## src/rtl/core/tce_pkg.sv

```systemverilog
package tce_pkg;

   // Field widths and fixed-point anchors.
   localparam int COMP_W = 13;
   localparam int Q16_W = 17;
   localparam int PROD_W = 2 * Q16_W;
   localparam int ACC_W = 33;

   localparam logic [COMP_W-1:0] ONE_C = 13'd4096;
   localparam logic [COMP_W-1:0] STEP_C = 13'd205;
   localparam logic [COMP_W-1:0] RESET_RATIO_FLOOR = 13'd1152;

   // Adjustment loop bound.
   localparam int MAX_STEPS = 20;
   localparam int STEP_CNT_W = $clog2(MAX_STEPS + 1);

   // Luminance weights and contrast constants, all Q16.
   localparam logic [15:0] W_RED = 16'd13933;
   localparam logic [15:0] W_GREEN = 16'd46871;
   localparam logic [15:0] W_BLUE = 16'd4732;
   localparam logic [Q16_W-1:0] OFFSET_Q16 = 17'd3277;
   localparam logic [Q16_W-1:0] HALF_Q16 = 17'd32768;
   localparam logic [34:0] ROUND_Q16 = 35'd32768;

   // sRGB curve: the linear segment covers components up to the knee.
   localparam logic [COMP_W-1:0] LIN_KNEE = 13'd165;
   localparam int DIVIDEND_W = 27;
   localparam logic [DIVIDEND_W-1:0] LIN_SCALE = 27'd1600;
   localparam logic [DIVIDEND_W-1:0] LIN_BIAS = 27'd646;
   localparam logic [DIVIDEND_W-1:0] POW_SCALE = 27'd16000;
   localparam logic [DIVIDEND_W-1:0] POW_BIAS = 27'd3605007;
   localparam logic [Q16_W-1:0] SEARCH_HI = 17'd65537;

   // Division by 1292 and 1055 as a product with a rounded-up reciprocal.
   // The shift covers every dividend below 2**27 exactly.
   localparam int RECIP_W = 28;
   localparam int RECIP_SHIFT = 38;
   localparam int QUOT_PROD_W = DIVIDEND_W + RECIP_W;
   localparam logic [RECIP_W-1:0] LIN_RECIP = 28'd212753798;
   localparam logic [RECIP_W-1:0] POW_RECIP = 28'd260547780;

   typedef logic [COMP_W-1:0] comp_type;
   typedef logic [Q16_W-1:0] q16_type;

   typedef struct packed {
      logic     start;
      comp_type comp;
   } lin_req_type;

   typedef struct packed {
      logic    done;
      q16_type value;
   } lin_rsp_type;

   typedef enum logic [2:0] {
      LIN_IDLE,
      LIN_DIV,
      LIN_SQUARE,
      LIN_SEARCH,
      LIN_POWER,
      LIN_COMPARE,
      LIN_FINISH,
      LIN_DONE
   } lin_state_type;

   typedef enum logic [2:0] {
      T_IDLE,
      T_LIN_GO,
      T_LIN_WAIT,
      T_LUM,
      T_TEST,
      T_DECIDE,
      T_DONE
   } top_state_type;

   // Saturate a component to 1.0.
   function automatic comp_type sat_one(input comp_type c);
      return (c > ONE_C) ? ONE_C : c;
   endfunction

   // Luminance weight of one component.
   function automatic logic [15:0] lum_weight(input logic [1:0] sel);
      logic [15:0] w;
      case (sel)
         2'd0: w = W_RED;
         2'd1: w = W_GREEN;
         default: w = W_BLUE;
      endcase
      return w;
   endfunction

endpackage

```

## src/rtl/core/tce_channels.sv

```systemverilog
interface tce_req_if;
   logic               valid;
   logic               ready;
   tce_pkg::comp_type  text_red;
   tce_pkg::comp_type  text_green;
   tce_pkg::comp_type  text_blue;
   tce_pkg::comp_type  back_red;
   tce_pkg::comp_type  back_green;
   tce_pkg::comp_type  back_blue;

   modport source (output valid, text_red, text_green, text_blue,
                   back_red, back_green, back_blue, input ready);
   modport sink (input valid, text_red, text_green, text_blue,
                 back_red, back_green, back_blue, output ready);
endinterface

interface tce_rsp_if;
   logic               valid;
   logic               ready;
   tce_pkg::comp_type  out_red;
   tce_pkg::comp_type  out_green;
   tce_pkg::comp_type  out_blue;

   modport source (output valid, out_red, out_green, out_blue, input ready);
   modport sink (input valid, out_red, out_green, out_blue, output ready);
endinterface

```

## src/rtl/core/tce_lin_unit.sv

```systemverilog
module tce_lin_unit (
   input  logic                 clock,
   input  logic                 reset,
   input  tce_pkg::lin_req_type lin_req,
   output tce_pkg::lin_rsp_type lin_rsp
);

   tce_pkg::lin_state_type state_ff, state_in;

   logic [tce_pkg::DIVIDEND_W-1:0] dividend_ff, dividend_in;
   logic                           linear_ff, linear_in;
   logic [1:0]                     k_ff, k_in;
   tce_pkg::q16_type               quo_ff, quo_in;
   tce_pkg::q16_type               q_ff, q_in;
   tce_pkg::q16_type               lo_ff, lo_in;
   tce_pkg::q16_type               hi_ff, hi_in;
   tce_pkg::q16_type               mid_ff, mid_in;
   tce_pkg::q16_type               p_ff, p_in;
   tce_pkg::q16_type               value_ff, value_in;

   logic [tce_pkg::DIVIDEND_W-1:0]  dividend;
   logic [tce_pkg::RECIP_W-1:0]     recip;
   logic [tce_pkg::QUOT_PROD_W-1:0] quot_prod;
   tce_pkg::q16_type                quotient;
   tce_pkg::q16_type                mul_a, mul_b;
   logic [tce_pkg::PROD_W-1:0]      prod;
   logic [34:0]                     rnd;
   tce_pkg::q16_type                span;
   logic [17:0]                     mid_sum;

   // Dividend of the curve segment that the component falls in.
   always_comb begin
      if (lin_req.comp <= tce_pkg::LIN_KNEE) begin
         dividend = tce_pkg::DIVIDEND_W'(lin_req.comp) * tce_pkg::LIN_SCALE
                    + tce_pkg::LIN_BIAS;
      end else begin
         dividend = tce_pkg::DIVIDEND_W'(lin_req.comp) * tce_pkg::POW_SCALE
                    + tce_pkg::POW_BIAS;
      end
   end

   // Division by the segment's constant through its reciprocal.
   assign recip = linear_ff ? tce_pkg::LIN_RECIP : tce_pkg::POW_RECIP;
   assign quot_prod = tce_pkg::QUOT_PROD_W'(dividend_ff) * tce_pkg::QUOT_PROD_W'(recip);
   assign quotient = quot_prod[tce_pkg::QUOT_PROD_W-1:tce_pkg::RECIP_SHIFT];

   // Shared multiplier, operands chosen by the sequencer.
   always_comb begin
      case (state_ff)
         tce_pkg::LIN_SQUARE: begin
            mul_a = quo_ff;
            mul_b = quo_ff;
         end
         tce_pkg::LIN_FINISH: begin
            mul_a = q_ff;
            mul_b = lo_ff;
         end
         default: begin
            mul_a = p_ff;
            mul_b = mid_ff;
         end
      endcase
   end

   assign prod = mul_a * mul_b;
   assign rnd = {1'b0, prod} + tce_pkg::ROUND_Q16;
   assign span = hi_ff - lo_ff;
   assign mid_sum = {1'b0, lo_ff} + {1'b0, hi_ff};

   // Next state.
   always_comb begin
      state_in = state_ff;
      case (state_ff)
         tce_pkg::LIN_IDLE: begin
            if (lin_req.start) state_in = tce_pkg::LIN_DIV;
         end
         tce_pkg::LIN_DIV: begin
            state_in = linear_ff ? tce_pkg::LIN_DONE : tce_pkg::LIN_SQUARE;
         end
         tce_pkg::LIN_SQUARE: state_in = tce_pkg::LIN_SEARCH;
         tce_pkg::LIN_SEARCH: begin
            state_in = (span > 17'd1) ? tce_pkg::LIN_POWER : tce_pkg::LIN_FINISH;
         end
         tce_pkg::LIN_POWER: begin
            if (k_ff == 2'd3) state_in = tce_pkg::LIN_COMPARE;
         end
         tce_pkg::LIN_COMPARE: state_in = tce_pkg::LIN_SEARCH;
         tce_pkg::LIN_FINISH: state_in = tce_pkg::LIN_DONE;
         tce_pkg::LIN_DONE: state_in = tce_pkg::LIN_IDLE;
         default: state_in = tce_pkg::LIN_IDLE;
      endcase
   end

   // Datapath updates and outputs.
   always_comb begin
      dividend_in = dividend_ff;
      linear_in = linear_ff;
      k_in = k_ff;
      quo_in = quo_ff;
      q_in = q_ff;
      lo_in = lo_ff;
      hi_in = hi_ff;
      mid_in = mid_ff;
      p_in = p_ff;
      value_in = value_ff;
      lin_rsp.done = 1'b0;
      lin_rsp.value = value_ff;
      case (state_ff)
         tce_pkg::LIN_IDLE: begin
            dividend_in = dividend;
            linear_in = lin_req.comp <= tce_pkg::LIN_KNEE;
         end
         tce_pkg::LIN_DIV: begin
            quo_in = quotient;
            if (linear_ff) value_in = quotient;
         end
         tce_pkg::LIN_SQUARE: begin
            q_in = rnd[32:16];
            lo_in = '0;
            hi_in = tce_pkg::SEARCH_HI;
         end
         tce_pkg::LIN_SEARCH: begin
            mid_in = mid_sum[17:1];
            p_in = mid_sum[17:1];
            k_in = '0;
         end
         tce_pkg::LIN_POWER: begin
            p_in = prod[32:16];
            k_in = k_ff + 2'd1;
         end
         tce_pkg::LIN_COMPARE: begin
            if (p_ff <= q_ff) lo_in = mid_ff;
            else hi_in = mid_ff;
         end
         tce_pkg::LIN_FINISH: begin
            value_in = rnd[32:16];
         end
         tce_pkg::LIN_DONE: begin
            lin_rsp.done = 1'b1;
         end
         default: begin
         end
      endcase
   end

   always_ff @(posedge clock) begin
      if (reset) begin
         state_ff <= tce_pkg::LIN_IDLE;
      end else begin
         state_ff <= state_in;
      end
      dividend_ff <= dividend_in;
      linear_ff <= linear_in;
      k_ff <= k_in;
      quo_ff <= quo_in;
      q_ff <= q_in;
      lo_ff <= lo_in;
      hi_ff <= hi_in;
      mid_ff <= mid_in;
      p_ff <= p_in;
      value_ff <= value_in;
   end

endmodule

```

## src/rtl/core/text_contrast_enforcer_unit.sv

```systemverilog
// Channel  Direction  Fields
// req      in         text_red, text_green, text_blue, back_red, back_green, back_blue
// rsp      out        out_red, out_green, out_blue
// csr      in         required contrast ratio (write enable and data)
//
// A component takes longer on the power segment than on the linear one,
// bound by the binary search on the linearizer's multiplier.
// A contrast test is three components plus the luminance, test and decide steps.
// A request takes one background pass plus up to 20 text tests.
// Reset is synchronous; the block is ready again once its result is loaded.
// A stalled result is held in the output register while the next request runs.
module text_contrast_enforcer_unit (
   input  logic               clock,
   input  logic               reset,
   tce_req_if.sink            req_chan,
   tce_rsp_if.source          rsp_chan,
   input  logic               csr_write_enable,
   input  tce_pkg::comp_type  csr_write_data
);

   tce_pkg::top_state_type state_ff, state_in;

   tce_pkg::comp_type                txt_ff[3];
   tce_pkg::comp_type                txt_in[3];
   tce_pkg::comp_type                back_ff[3];
   tce_pkg::comp_type                back_in[3];
   tce_pkg::comp_type                ratio_floor_ff;
   logic                             phase_back_ff, phase_back_in;
   logic [1:0]                       sel_ff, sel_in;
   logic [tce_pkg::ACC_W-1:0]        acc_ff, acc_in;
   tce_pkg::q16_type                 back_lum_ff, back_lum_in;
   tce_pkg::q16_type                 text_lum_ff, text_lum_in;
   logic                             lighten_ff, lighten_in;
   logic [tce_pkg::STEP_CNT_W-1:0]   step_ff, step_in;
   logic [29:0]                      rhs_ff, rhs_in;
   logic [24:0]                      lhs_ff, lhs_in;
   logic                             rsp_valid_ff, rsp_valid_in;
   tce_pkg::comp_type                out_ff[3];
   tce_pkg::comp_type                out_in[3];

   tce_pkg::lin_req_type             lin_req;
   tce_pkg::lin_rsp_type             lin_rsp;

   tce_pkg::q16_type                 mul_a, mul_b;
   logic [tce_pkg::PROD_W-1:0]       prod;
   logic [33:0]                      lum_rnd;
   tce_pkg::q16_type                 lum_hi, lum_lo;
   logic                             req_fire;
   logic                             out_free;
   logic                             passed;
   logic [tce_pkg::STEP_CNT_W-1:0]   step_next;
   logic [tce_pkg::COMP_W:0]         up_sum[3];

   tce_lin_unit u_lin (
      .clock   (clock),
      .reset   (reset),
      .lin_req (lin_req),
      .lin_rsp (lin_rsp)
   );

   assign req_chan.ready = (state_ff == tce_pkg::T_IDLE);
   assign req_fire = req_chan.valid && req_chan.ready;
   assign out_free = !rsp_valid_ff || rsp_chan.ready;

   assign rsp_chan.valid = rsp_valid_ff;
   assign rsp_chan.out_red = out_ff[0];
   assign rsp_chan.out_green = out_ff[1];
   assign rsp_chan.out_blue = out_ff[2];

   // Component handed to the linearizer.
   assign lin_req.start = (state_ff == tce_pkg::T_LIN_GO);
   assign lin_req.comp = phase_back_ff ? back_ff[sel_ff] : txt_ff[sel_ff];

   // Shared multiplier: weighted sum, then the ratio product.
   assign lum_hi = (text_lum_ff > back_lum_ff) ? text_lum_ff : back_lum_ff;
   assign lum_lo = (text_lum_ff > back_lum_ff) ? back_lum_ff : text_lum_ff;
   always_comb begin
      if (state_ff == tce_pkg::T_TEST) begin
         mul_a = {4'b0, ratio_floor_ff};
         mul_b = lum_lo + tce_pkg::OFFSET_Q16;
      end else begin
         mul_a = {1'b0, tce_pkg::lum_weight(sel_ff)};
         mul_b = lin_rsp.value;
      end
   end
   assign prod = mul_a * mul_b;
   assign lum_rnd = {1'b0, acc_ff} + 34'd32768;
   assign passed = {5'b0, lhs_ff} >= rhs_ff;
   assign step_next = step_ff + 1'b1;

   for (genvar i = 0; i < 3; i++) begin : g_up
      assign up_sum[i] = {1'b0, txt_ff[i]} + {1'b0, tce_pkg::STEP_C};
   end

   // Next state.
   always_comb begin
      state_in = state_ff;
      case (state_ff)
         tce_pkg::T_IDLE: begin
            if (req_fire) state_in = tce_pkg::T_LIN_GO;
         end
         tce_pkg::T_LIN_GO: state_in = tce_pkg::T_LIN_WAIT;
         tce_pkg::T_LIN_WAIT: begin
            if (lin_rsp.done) begin
               state_in = (sel_ff == 2'd2) ? tce_pkg::T_LUM : tce_pkg::T_LIN_GO;
            end
         end
         tce_pkg::T_LUM: begin
            state_in = phase_back_ff ? tce_pkg::T_LIN_GO : tce_pkg::T_TEST;
         end
         tce_pkg::T_TEST: state_in = tce_pkg::T_DECIDE;
         tce_pkg::T_DECIDE: begin
            if (passed || step_next == tce_pkg::STEP_CNT_W'(tce_pkg::MAX_STEPS)) begin
               state_in = tce_pkg::T_DONE;
            end else begin
               state_in = tce_pkg::T_LIN_GO;
            end
         end
         tce_pkg::T_DONE: begin
            if (out_free) state_in = tce_pkg::T_IDLE;
         end
         default: state_in = tce_pkg::T_IDLE;
      endcase
   end

   // Datapath updates.
   always_comb begin
      txt_in = txt_ff;
      back_in = back_ff;
      phase_back_in = phase_back_ff;
      sel_in = sel_ff;
      acc_in = acc_ff;
      back_lum_in = back_lum_ff;
      text_lum_in = text_lum_ff;
      lighten_in = lighten_ff;
      step_in = step_ff;
      rhs_in = rhs_ff;
      lhs_in = lhs_ff;
      out_in = out_ff;
      rsp_valid_in = rsp_valid_ff && !rsp_chan.ready;
      case (state_ff)
         tce_pkg::T_IDLE: begin
            txt_in[0] = tce_pkg::sat_one(req_chan.text_red);
            txt_in[1] = tce_pkg::sat_one(req_chan.text_green);
            txt_in[2] = tce_pkg::sat_one(req_chan.text_blue);
            back_in[0] = tce_pkg::sat_one(req_chan.back_red);
            back_in[1] = tce_pkg::sat_one(req_chan.back_green);
            back_in[2] = tce_pkg::sat_one(req_chan.back_blue);
            phase_back_in = 1'b1;
            sel_in = '0;
            acc_in = '0;
            step_in = '0;
         end
         tce_pkg::T_LIN_WAIT: begin
            if (lin_rsp.done) begin
               acc_in = acc_ff + prod[tce_pkg::ACC_W-1:0];
               if (sel_ff != 2'd2) sel_in = sel_ff + 2'd1;
            end
         end
         tce_pkg::T_LUM: begin
            if (phase_back_ff) begin
               back_lum_in = lum_rnd[32:16];
               lighten_in = lum_rnd[32:16] < tce_pkg::HALF_Q16;
               phase_back_in = 1'b0;
               sel_in = '0;
               acc_in = '0;
            end else begin
               text_lum_in = lum_rnd[32:16];
            end
         end
         tce_pkg::T_TEST: begin
            rhs_in = prod[29:0];
            lhs_in = {lum_hi + tce_pkg::OFFSET_Q16, 8'b0};
         end
         tce_pkg::T_DECIDE: begin
            if (!passed) begin
               // Move all three text components one step, clamped to 0..1.0.
               for (int i = 0; i < 3; i++) begin
                  if (lighten_ff) begin
                     txt_in[i] = (up_sum[i] > {1'b0, tce_pkg::ONE_C}) ?
                                 tce_pkg::ONE_C : up_sum[i][tce_pkg::COMP_W-1:0];
                  end else begin
                     txt_in[i] = (txt_ff[i] < tce_pkg::STEP_C) ?
                                 '0 : txt_ff[i] - tce_pkg::STEP_C;
                  end
               end
               step_in = step_next;
               sel_in = '0;
               acc_in = '0;
            end
         end
         tce_pkg::T_DONE: begin
            if (out_free) begin
               out_in = txt_ff;
               rsp_valid_in = 1'b1;
            end
         end
         default: begin
         end
      endcase
   end

   always_ff @(posedge clock) begin
      if (reset) begin
         state_ff <= tce_pkg::T_IDLE;
         rsp_valid_ff <= 1'b0;
         ratio_floor_ff <= tce_pkg::RESET_RATIO_FLOOR;
      end else begin
         state_ff <= state_in;
         rsp_valid_ff <= rsp_valid_in;
         if (csr_write_enable) ratio_floor_ff <= csr_write_data;
      end
      txt_ff <= txt_in;
      back_ff <= back_in;
      phase_back_ff <= phase_back_in;
      sel_ff <= sel_in;
      acc_ff <= acc_in;
      back_lum_ff <= back_lum_in;
      text_lum_ff <= text_lum_in;
      lighten_ff <= lighten_in;
      step_ff <= step_in;
      rhs_ff <= rhs_in;
      lhs_ff <= lhs_in;
      out_ff <= out_in;
   end

`ifndef SYNTHESIS
   // The move counter never passes its bound while a request is in work.
   assert property (@(posedge clock) disable iff (reset)
      state_ff != tce_pkg::T_IDLE |-> step_ff <= tce_pkg::STEP_CNT_W'(tce_pkg::MAX_STEPS))
      else $error("move counter beyond its bound");

   // The linearizer only reports back while the sequencer waits for it.
   assert property (@(posedge clock) disable iff (reset)
      lin_rsp.done |-> state_ff == tce_pkg::T_LIN_WAIT)
      else $error("linearizer result outside of a wait");

   // A pending result never holds a component above 1.0.
   assert property (@(posedge clock) disable iff (reset)
      rsp_valid_ff |-> (out_ff[0] <= tce_pkg::ONE_C) && (out_ff[1] <= tce_pkg::ONE_C)
                       && (out_ff[2] <= tce_pkg::ONE_C))
      else $error("result component above 1.0");

   // An accepted request starts with the background color.
   assert property (@(posedge clock) disable iff (reset)
      req_fire |=> state_ff == tce_pkg::T_LIN_GO && phase_back_ff)
      else $error("request did not start on the background");
`endif

endmodule

```

## src/flat_wrapper.sv

```systemverilog
// flat-port wrapper written by rule: the top's interface ports become plain ports
module text_contrast_enforcer_unit_flat 
  (clock, reset, csr_write_enable, csr_write_data, req_chan_valid, req_chan_text_red, req_chan_text_green, req_chan_text_blue, req_chan_back_red, req_chan_back_green, req_chan_back_blue, req_chan_ready, rsp_chan_valid, rsp_chan_out_red, rsp_chan_out_green, rsp_chan_out_blue, rsp_chan_ready);
  tce_req_if req_chan_i ();
  tce_rsp_if rsp_chan_i ();
  input  logic clock;
  input  logic reset;
  input  logic csr_write_enable;
  input  tce_pkg::comp_type csr_write_data;
  input wire logic [$bits(req_chan_i.valid)-1:0] req_chan_valid;
  input wire logic [$bits(req_chan_i.text_red)-1:0] req_chan_text_red;
  input wire logic [$bits(req_chan_i.text_green)-1:0] req_chan_text_green;
  input wire logic [$bits(req_chan_i.text_blue)-1:0] req_chan_text_blue;
  input wire logic [$bits(req_chan_i.back_red)-1:0] req_chan_back_red;
  input wire logic [$bits(req_chan_i.back_green)-1:0] req_chan_back_green;
  input wire logic [$bits(req_chan_i.back_blue)-1:0] req_chan_back_blue;
  output wire logic [$bits(req_chan_i.ready)-1:0] req_chan_ready;
  output wire logic [$bits(rsp_chan_i.valid)-1:0] rsp_chan_valid;
  output wire logic [$bits(rsp_chan_i.out_red)-1:0] rsp_chan_out_red;
  output wire logic [$bits(rsp_chan_i.out_green)-1:0] rsp_chan_out_green;
  output wire logic [$bits(rsp_chan_i.out_blue)-1:0] rsp_chan_out_blue;
  input wire logic [$bits(rsp_chan_i.ready)-1:0] rsp_chan_ready;
  assign req_chan_i.valid = req_chan_valid;
  assign req_chan_i.text_red = req_chan_text_red;
  assign req_chan_i.text_green = req_chan_text_green;
  assign req_chan_i.text_blue = req_chan_text_blue;
  assign req_chan_i.back_red = req_chan_back_red;
  assign req_chan_i.back_green = req_chan_back_green;
  assign req_chan_i.back_blue = req_chan_back_blue;
  assign req_chan_ready = req_chan_i.ready;
  assign rsp_chan_valid = rsp_chan_i.valid;
  assign rsp_chan_out_red = rsp_chan_i.out_red;
  assign rsp_chan_out_green = rsp_chan_i.out_green;
  assign rsp_chan_out_blue = rsp_chan_i.out_blue;
  assign rsp_chan_i.ready = rsp_chan_ready;
  text_contrast_enforcer_unit u_core (.clock(clock), .reset(reset), .req_chan(req_chan_i), .rsp_chan(rsp_chan_i), .csr_write_enable(csr_write_enable), .csr_write_data(csr_write_data));
endmodule
```

## config.mk

```make
export PLATFORM = sky130hd
export DESIGN_NAME = text_contrast_enforcer_unit_flat
export DESIGN_NICKNAME = d
export VERILOG_FILES = /design/src/rtl/core/tce_pkg.sv /design/src/rtl/core/tce_channels.sv /design/src/rtl/core/tce_lin_unit.sv /design/src/rtl/core/text_contrast_enforcer_unit.sv /design/src/flat_wrapper.sv
export SDC_FILE = /design/constraint.sdc
export NUM_CORES = 2
export LEC_CHECK = 0
export ABC_CLOCK_PERIOD_IN_PS = 15900
export BUFFER_PORTS_ARGS = -buffer_cell sky130_fd_sc_hd__buf_2
export CAP_MARGIN = 20
export CELL_PAD_IN_SITES_DETAIL_PLACEMENT = 1
export CELL_PAD_IN_SITES_GLOBAL_PLACEMENT = 2
export CORE_AREA = 2 2 378 380
export CTS_BUF_LIST = sky130_fd_sc_hd__clkbuf_16
export CTS_CLUSTER_SIZE = 14
export DETAILED_ROUTE_END_ITERATION = 10
export DIE_AREA = 0 0 380 382
export PLACE_DENSITY = 0.86
export SLEW_MARGIN = 25
export SYNTH_ARGS = -nofsm -noshare
export SYNTH_HDL_FRONTEND = slang
export SYNTH_SLANG_ARGS = --single-unit
```

## constraint.sdc

```tcl
create_clock -name clock -period 15.9 [get_ports clock]
set_input_delay 3.18 -clock clock [delete_from_list [all_inputs] [get_ports clock]]
set_output_delay 3.18 -clock clock [all_outputs]
set_load 0.01 [all_outputs]
```

# Yosys cells after proc, flatten, opt, wreduce, memory -nomap -nowiden
# Index checks and enable logic that the tools add are counted.
[op_classes]
bitwise = 2
n_reduce_logical = 27
eq_ne = 29
mul = 5
addsub = 18
mux = 65
n_lt_le_gt_ge = 19
[op_table]
columns = ["operator", "count"]
rows = [
  ["13-bit two-way mux", 17],
  ["17-bit one-hot mux with 2 select lines", 6],
  ["33-bit one-hot mux with 4 select lines", 1],
  ["17-bit two-way mux", 6],
  ["33-bit two-way mux", 3],
  ["13-bit greater-than comparator, second input constant", 6],
  ["39-bit one-hot mux with 2 select lines", 1],
  ["33-bit by 16-bit adder with 33-bit output, second input constant", 2],
  ["27-bit by 28-bit multiplier with 55-bit output", 1],
  ["13-bit binary-select mux with 2-bit select", 2],
  ["13-bit by 8-bit adder with 14-bit output, second input constant", 3],
  ["14-bit by 13-bit greater-than comparator with 1-bit output, second input constant", 3],
  ["3-bit one-hot mux with 7 select lines", 2],
  ["13-bit by 8-bit < comparator with 1-bit output, second input constant", 3],
  ["39-bit two-way mux", 1],
  ["13-bit by 8-bit subtractor with 13-bit output, second input constant", 3],
  ["17-bit by 12-bit adder with 17-bit output, second input constant", 2],
  ["33-bit adder", 1],
  ["16-bit by 17-bit multiplier with 33-bit output", 1],
  ["17-bit by 17-bit multiplier with 33-bit output", 1],
  ["16-bit one-hot mux with 2 select lines", 1],
  ["25-bit by 30-bit greater-or-equal comparator with 1-bit output", 1],
  ["27-bit by 22-bit adder with 27-bit output, second input constant", 1],
  ["27-bit two-way mux", 1],
  ["other kinds (45)", 96],
]
[word_totals]
output_inout_bits = 41
input_bits = 96
reg_bits = 409

# Depth between registers and ports, before layout
[logic_depth]
word_depth = 8
ltp_mapped = 56
mapped_depth_nobuf = 52

# Hierarchy
# From an unflattened synthesis, not the netlist that was laid out.
[hier_totals]
hier_cells = 6331
hier_area_um2 = 60541.8
[modules_own_cells]
columns = ["module", "n_inst", "area_per_inst_um2", "cells_per_inst"]
rows = [
  ["tce_lin_unit", 1, 35735.5, 3733],
  ["text_contrast_enforcer_unit", 1, 24806.3, 2598],
]

# Worst setup path before layout
# No wires, ideal clock.
[synth_timing]
kind = "register -> register"
from = "register u_core.back_lum_ff[14]"
to = "register u_core.acc_ff[32] (netlist name) (data pin)"
t_required_ns = 15.634
arrival_ns = 10.949
period_less_slack_ns = 11.215
setup_time_ns = 0.266
path_buffers = 5
slack_ns = 4.685
stages_incl_launch_ff = 46
cell_sequence = "edfxtp_1 > inv_1 > ha_1 > nand4_1 > nor4_1 > nor2b_1 > nor3_1 > a21oi_4 > buf_4 > buf_6 > buf_2 > buf_2 > buf_2 > mux2_2 > ha_1 > nor3_1 > mux2i_1 > a211oi_1 > [... 10 more ...] > fa_1 > inv_1 > ha_1 > a21o_1 > a21o_1 > a21o_1 > a221o_1 > a31oi_1 > a21oi_1 > o31ai_1 > nor2_1 > o31a_1 > o31a_1 > ha_1 > inv_1 > o41ai_1 > xnor2_1 > nor2_1"
[synth_between]
elab_chain_cells = 8
[synth_rtl]
columns = ["element", "line", "source"]
rows = [
  ["from (decl)", "text_contrast_enforcer_unit.sv:31", "tce_pkg::q16_type back_lum_ff, back_lum_in;"],
  ["from (signal assigned)", "text_contrast_enforcer_unit.sv:218", "back_lum_ff <= back_lum_in;"],
  ["17-bit greater-than comparator", "text_contrast_enforcer_unit.sv:76", "assign lum_lo = (text_lum_ff > back_lum_ff) ? back_lum_ff : text_lum_ff;"],
  ["17-bit two-way mux (*)", "text_contrast_enforcer_unit.sv:76", ""],
  ["17-bit by 12-bit adder with 17-bit output (*)", "text_contrast_enforcer_unit.sv:80", "mul_b = lum_lo + tce_pkg::OFFSET_Q16;"],
  ["17-bit two-way mux (*)", "text_contrast_enforcer_unit.sv:78", "if (state_ff == tce_pkg::T_TEST) begin"],
  ["16-bit by 17-bit multiplier with 33-bit output (*)", "text_contrast_enforcer_unit.sv:86", "assign prod = mul_a * mul_b;"],
  ["33-bit adder (*)", "text_contrast_enforcer_unit.sv:156", "acc_in = acc_ff + prod[tce_pkg::ACC_W-1:0];"],
  ["33-bit two-way mux (*)", "text_contrast_enforcer_unit.sv:155", "if (lin_rsp.done) begin"],
  ["33-bit one-hot mux with 4 select lines (*)", "text_contrast_enforcer_unit.sv:141", "case (state_ff)"],
  ["to (signal assigned)", "text_contrast_enforcer_unit.sv:217", "acc_ff <= acc_in;"],
  ["to (decl)", "text_contrast_enforcer_unit.sv:30", "logic [tce_pkg::ACC_W-1:0] acc_ff, acc_in;"],
]
# Every way passes the cells marked *; elsewhere a longest branch is shown, timed or not. The select of a mux whose other input is x is not followed.
# A chain may end at the register's enable or synchronous reset.

# Worst setup path in the final report
[layout_timing]
from = "register u_core.back_lum_ff[14]"
to = "register u_core.acc_ff[28] (netlist name) (data pin)"
[layout_between]
elab_chain_cells = 8
[layout_rtl]
columns = ["element", "line", "source"]
rows = [
  ["17-bit greater-than comparator", "text_contrast_enforcer_unit.sv:76", ""],
  ["17-bit two-way mux (*)", "text_contrast_enforcer_unit.sv:76", ""],
  ["17-bit by 12-bit adder with 17-bit output (*)", "text_contrast_enforcer_unit.sv:80", ""],
  ["17-bit two-way mux (*)", "text_contrast_enforcer_unit.sv:78", ""],
  ["16-bit by 17-bit multiplier with 33-bit output (*)", "text_contrast_enforcer_unit.sv:86", ""],
  ["named net u_core.prod, one bit", "text_contrast_enforcer_unit.sv:45", "logic [tce_pkg::PROD_W-1:0] prod;"],
  ["33-bit adder (*)", "text_contrast_enforcer_unit.sv:156", ""],
  ["33-bit two-way mux (*)", "text_contrast_enforcer_unit.sv:155", ""],
  ["33-bit one-hot mux with 4 select lines (*)", "text_contrast_enforcer_unit.sv:141", ""],
]
# The timed path passes the listed nets; every way through them passes the cells marked *. The select of a mux whose other input is x is not followed.

==> qor.yml <==
run_status:
  status: "completed"
worst_setup_path:
  worstPathArrival_ps: 12640
  slowest_delay_ps: 870
  endpoint_kind: "register"
  cpMostUsedCell: "fa_1"
  r2r_slack_ps: 3640
  worst-path-max-fanout: 71
  crit_type: "reg2reg"
  reg2reg_depth: 39
  slowest_stage: "a211oi_2"
  r2r_end: "u_core.acc_ff[28]"
  startpoint_type: "register"
  required_ps: 16280
  reg2reg_from: "u_core.back_lum_ff[14]"
timing:
  rsz0062_at_grt: "no"
  slew-limit-headroom_pct: 27.57
  tightest_slew_ps: 1086
  hold_violations: 0
  period_share_pct: 77.09
  setup_tns_ps: 0
  fin_worst_skew_ps: 21.04
  finalSetupViolCount: 0
  layout_min_cycle_time_ps: 12260
  finalMaxSlewViolations: 0
  fmax_mhz: 81.59
final_layout:
  fin_nets: 7990
  drive_above_1_share_pct: 6.478
  area_delta_synth_final_pct: 7.643
  final_common_cell: "inv_1"
  layout_common_cells: "1,227 x inv_1, 827 x fa_1, 731 x ha_1, 561 x nand2_1, 419 x nor2_1"
  diodes: 0
  stdcell_area_um2: 64780
yosys:
  syn_area_um2: 60180
  synthArstFlopShare_pct: 0
  yosysSeqAreaShare_pct: 19.83
  synthSimpleGateAreaFrac_pct: 12.29
  synthXorXnorAreaFrac_pct: 3.832
  synthTopCellsByArea: "fa_1 28%, edfxtp_1 19%, ha_1 15%, inv_1 7.6%, nand2_1 3.5%"
  syn_avg_cell_area_um2: 9.602
  synth_edf_count: 384
  synth_adder_area_share_pct: 42.71
  syn_nets: 7921
  yosysWarnings: 0
  ys_ff_latch: 404
  synthMuxAreaShare_pct: 2.119
  syn-instance-count: 6267
  synth_ff_type: "edfxtp_1"
  synth_top_family_by_area: "adder cells"
  synth_compound_area_share_pct: 10.26
  yosysTopAreaCellShare_pct: 27.51
  yosysTopAreaCell: "fa_1"
  yosysUniqueCellTypes: 112
clock_network:
  clockRootBuffer: "clkbuf_16"
  cts_buffers: 52
  postCtsResizedCells: 0
  cts_hold_buf: 0
  clk_latency_ps: 640
  cts_tree: "yes"
  cts.clk_slew.worst_paths_ps: 60
  cts_setup_buffers: 0
  cts.sinks: 404
  cts.path.max_buffers: 3
  cts_max_level: 2
worst_hold_path:
  hp-class: "reg2reg"
  holdPathStages: 2
  holdCritStartpoint: "u_core.ratio_floor_ff[1]"
  whs_endpoint: "u_core.ratio_floor_ff[1]"
floorplanning:
  rows: 138
  die_w_um: 380
  die_h_um: 382
  die_area_um2: 145200
  coreArea_um2: 140900
  io_pins: 137
  initial_core_util_pct: 42.71
place:
  dpl_cell_area_um2: 63050
  port_buffers: 136
  hpwlAfterDp_um: 154500
  gp_congestion: 0.9483
global_route:
  grt_pass1_wl_um: 292100
  grt_overflow_total: 0
  antenna_found_initial: 2
  grt_max_degree: 76
  track_usage_pct: 25.75
  grt_pass1_vias: 49868
routing:
  via_count: 45131
  drt_iter0_markers: 2632
  avgRoutedWirePerCell_um: 22.46
  routed_via_density: 5.460
  firstDrtPassIters: 6
  routed_wl_um: 185600
  postRouteAntennaNets: 0
  drc: 0
run:
  timing.max_cap.violations: 0
worst max-delay path: cells and delay by family, from the launching register on:
kind | cells | cell delay (ps)
adders and majority gates | 9 | 4060
AOI/OAI and AO/OA | 13 | 4040
and+or+nand+nor | 9 | 1570
buffers and inverters | 5 | 1000
muxes | 1 | 520
DFF | 1 | 430
xor gates and xnor gates | 2 | 360
kinds of logic (layout without fill, tap and decap cells):
group,count (synthesis),after routing
DFF,404,404
buffers and inverters,1418,1526
muxes,106,106
adders and majority gates,1558,1558
AOI/OAI and AO/OA,946,946
and+or+nand+nor,1574,1574
other,1,1
xor gates and xnor gates,260,260
per-stage QoR:
stage / hold WS [ps] / setup WS [ps] / utilization, % / instances
after floorplan: 420.6 / 4685 / - / 6267
after global placement: 547.7 / 4156 / 44.75 / 8171
after detailed placement: 542.0 / 3849 / 44.75 / 8171
after CTS: 561.8 / 3811 / 45.96 / 8264
after global routing: 604.9 / 2860 / 45.98 / 8265
final: 556.3 / 3643 / 45.98 / 8265
synth_stat cells (48+ instances only):
cell      instances
nor2_1          420
edfxtp_1        384
a21o_1           90
nor3_1           57
ha_1            731
o21a_1           57
o21ai_0         172
xnor2_1         170
clkbuf_1        151
a21oi_1         273
nand3_1          77
nor2b_1         104
xor2_1           87
inv_1          1219
o21ai_1          48
mux2i_1          61
and2_1           99
nand2_1         563
fa_1            827
final cells by class:
cell class / instances / area [µm²]
fillers: 16126 / 76120
repair buffers: 210 / 1240
well taps: 1890 / 2365
multi-input cells: 4445 / 42940
inverters: 1223 / 4593
clock inverters: 40 / 381.6
clock buffers: 53 / 1326
flip-flops and latches: 404 / 11930
state kept, by name, indices dropped and copies added (netlist names), 22 cells and up:
| signal | cells |
|---|---|
| u_core.u_lin.dividend_ff | 22 |
| u_core.txt_ff | 39 |
| u_core.rhs_ff | 30 |
| u_core.acc_ff | 33 |
| u_core.back_ff | 39 |
worst max path at each step:
stage                                 from           endpoint  slack (ps)  depth (start not counted)
floorplan           u_core.back_lum_ff[14]  u_core.acc_ff[32]        4690                         45
global placement    u_core.back_lum_ff[14]  u_core.acc_ff[32]        4160                         38
detailed placement  u_core.back_lum_ff[14]  u_core.acc_ff[28]        3850                         39
CTS                 u_core.back_lum_ff[14]  u_core.acc_ff[32]        3810                         39
global route        u_core.back_lum_ff[14]  u_core.acc_ff[32]        2860                         40
finish              u_core.back_lum_ff[14]  u_core.acc_ff[28]        3640                         39
per-layer routing:
| metal | part of all wire [%] | track usage (%) |
|---|---|---|
| met5 | 0 | 0 |
| met4 | 2.0 | 5.107 |
| met3 | 4.5 | 2.710 |
| met2 | 49 | 44.30 |
| met1 | 45 | 35.27 |
Power is left out: the tool's default activity adds up to more than one toggle a clock period on the data nets, which glitch-free logic cannot reach.
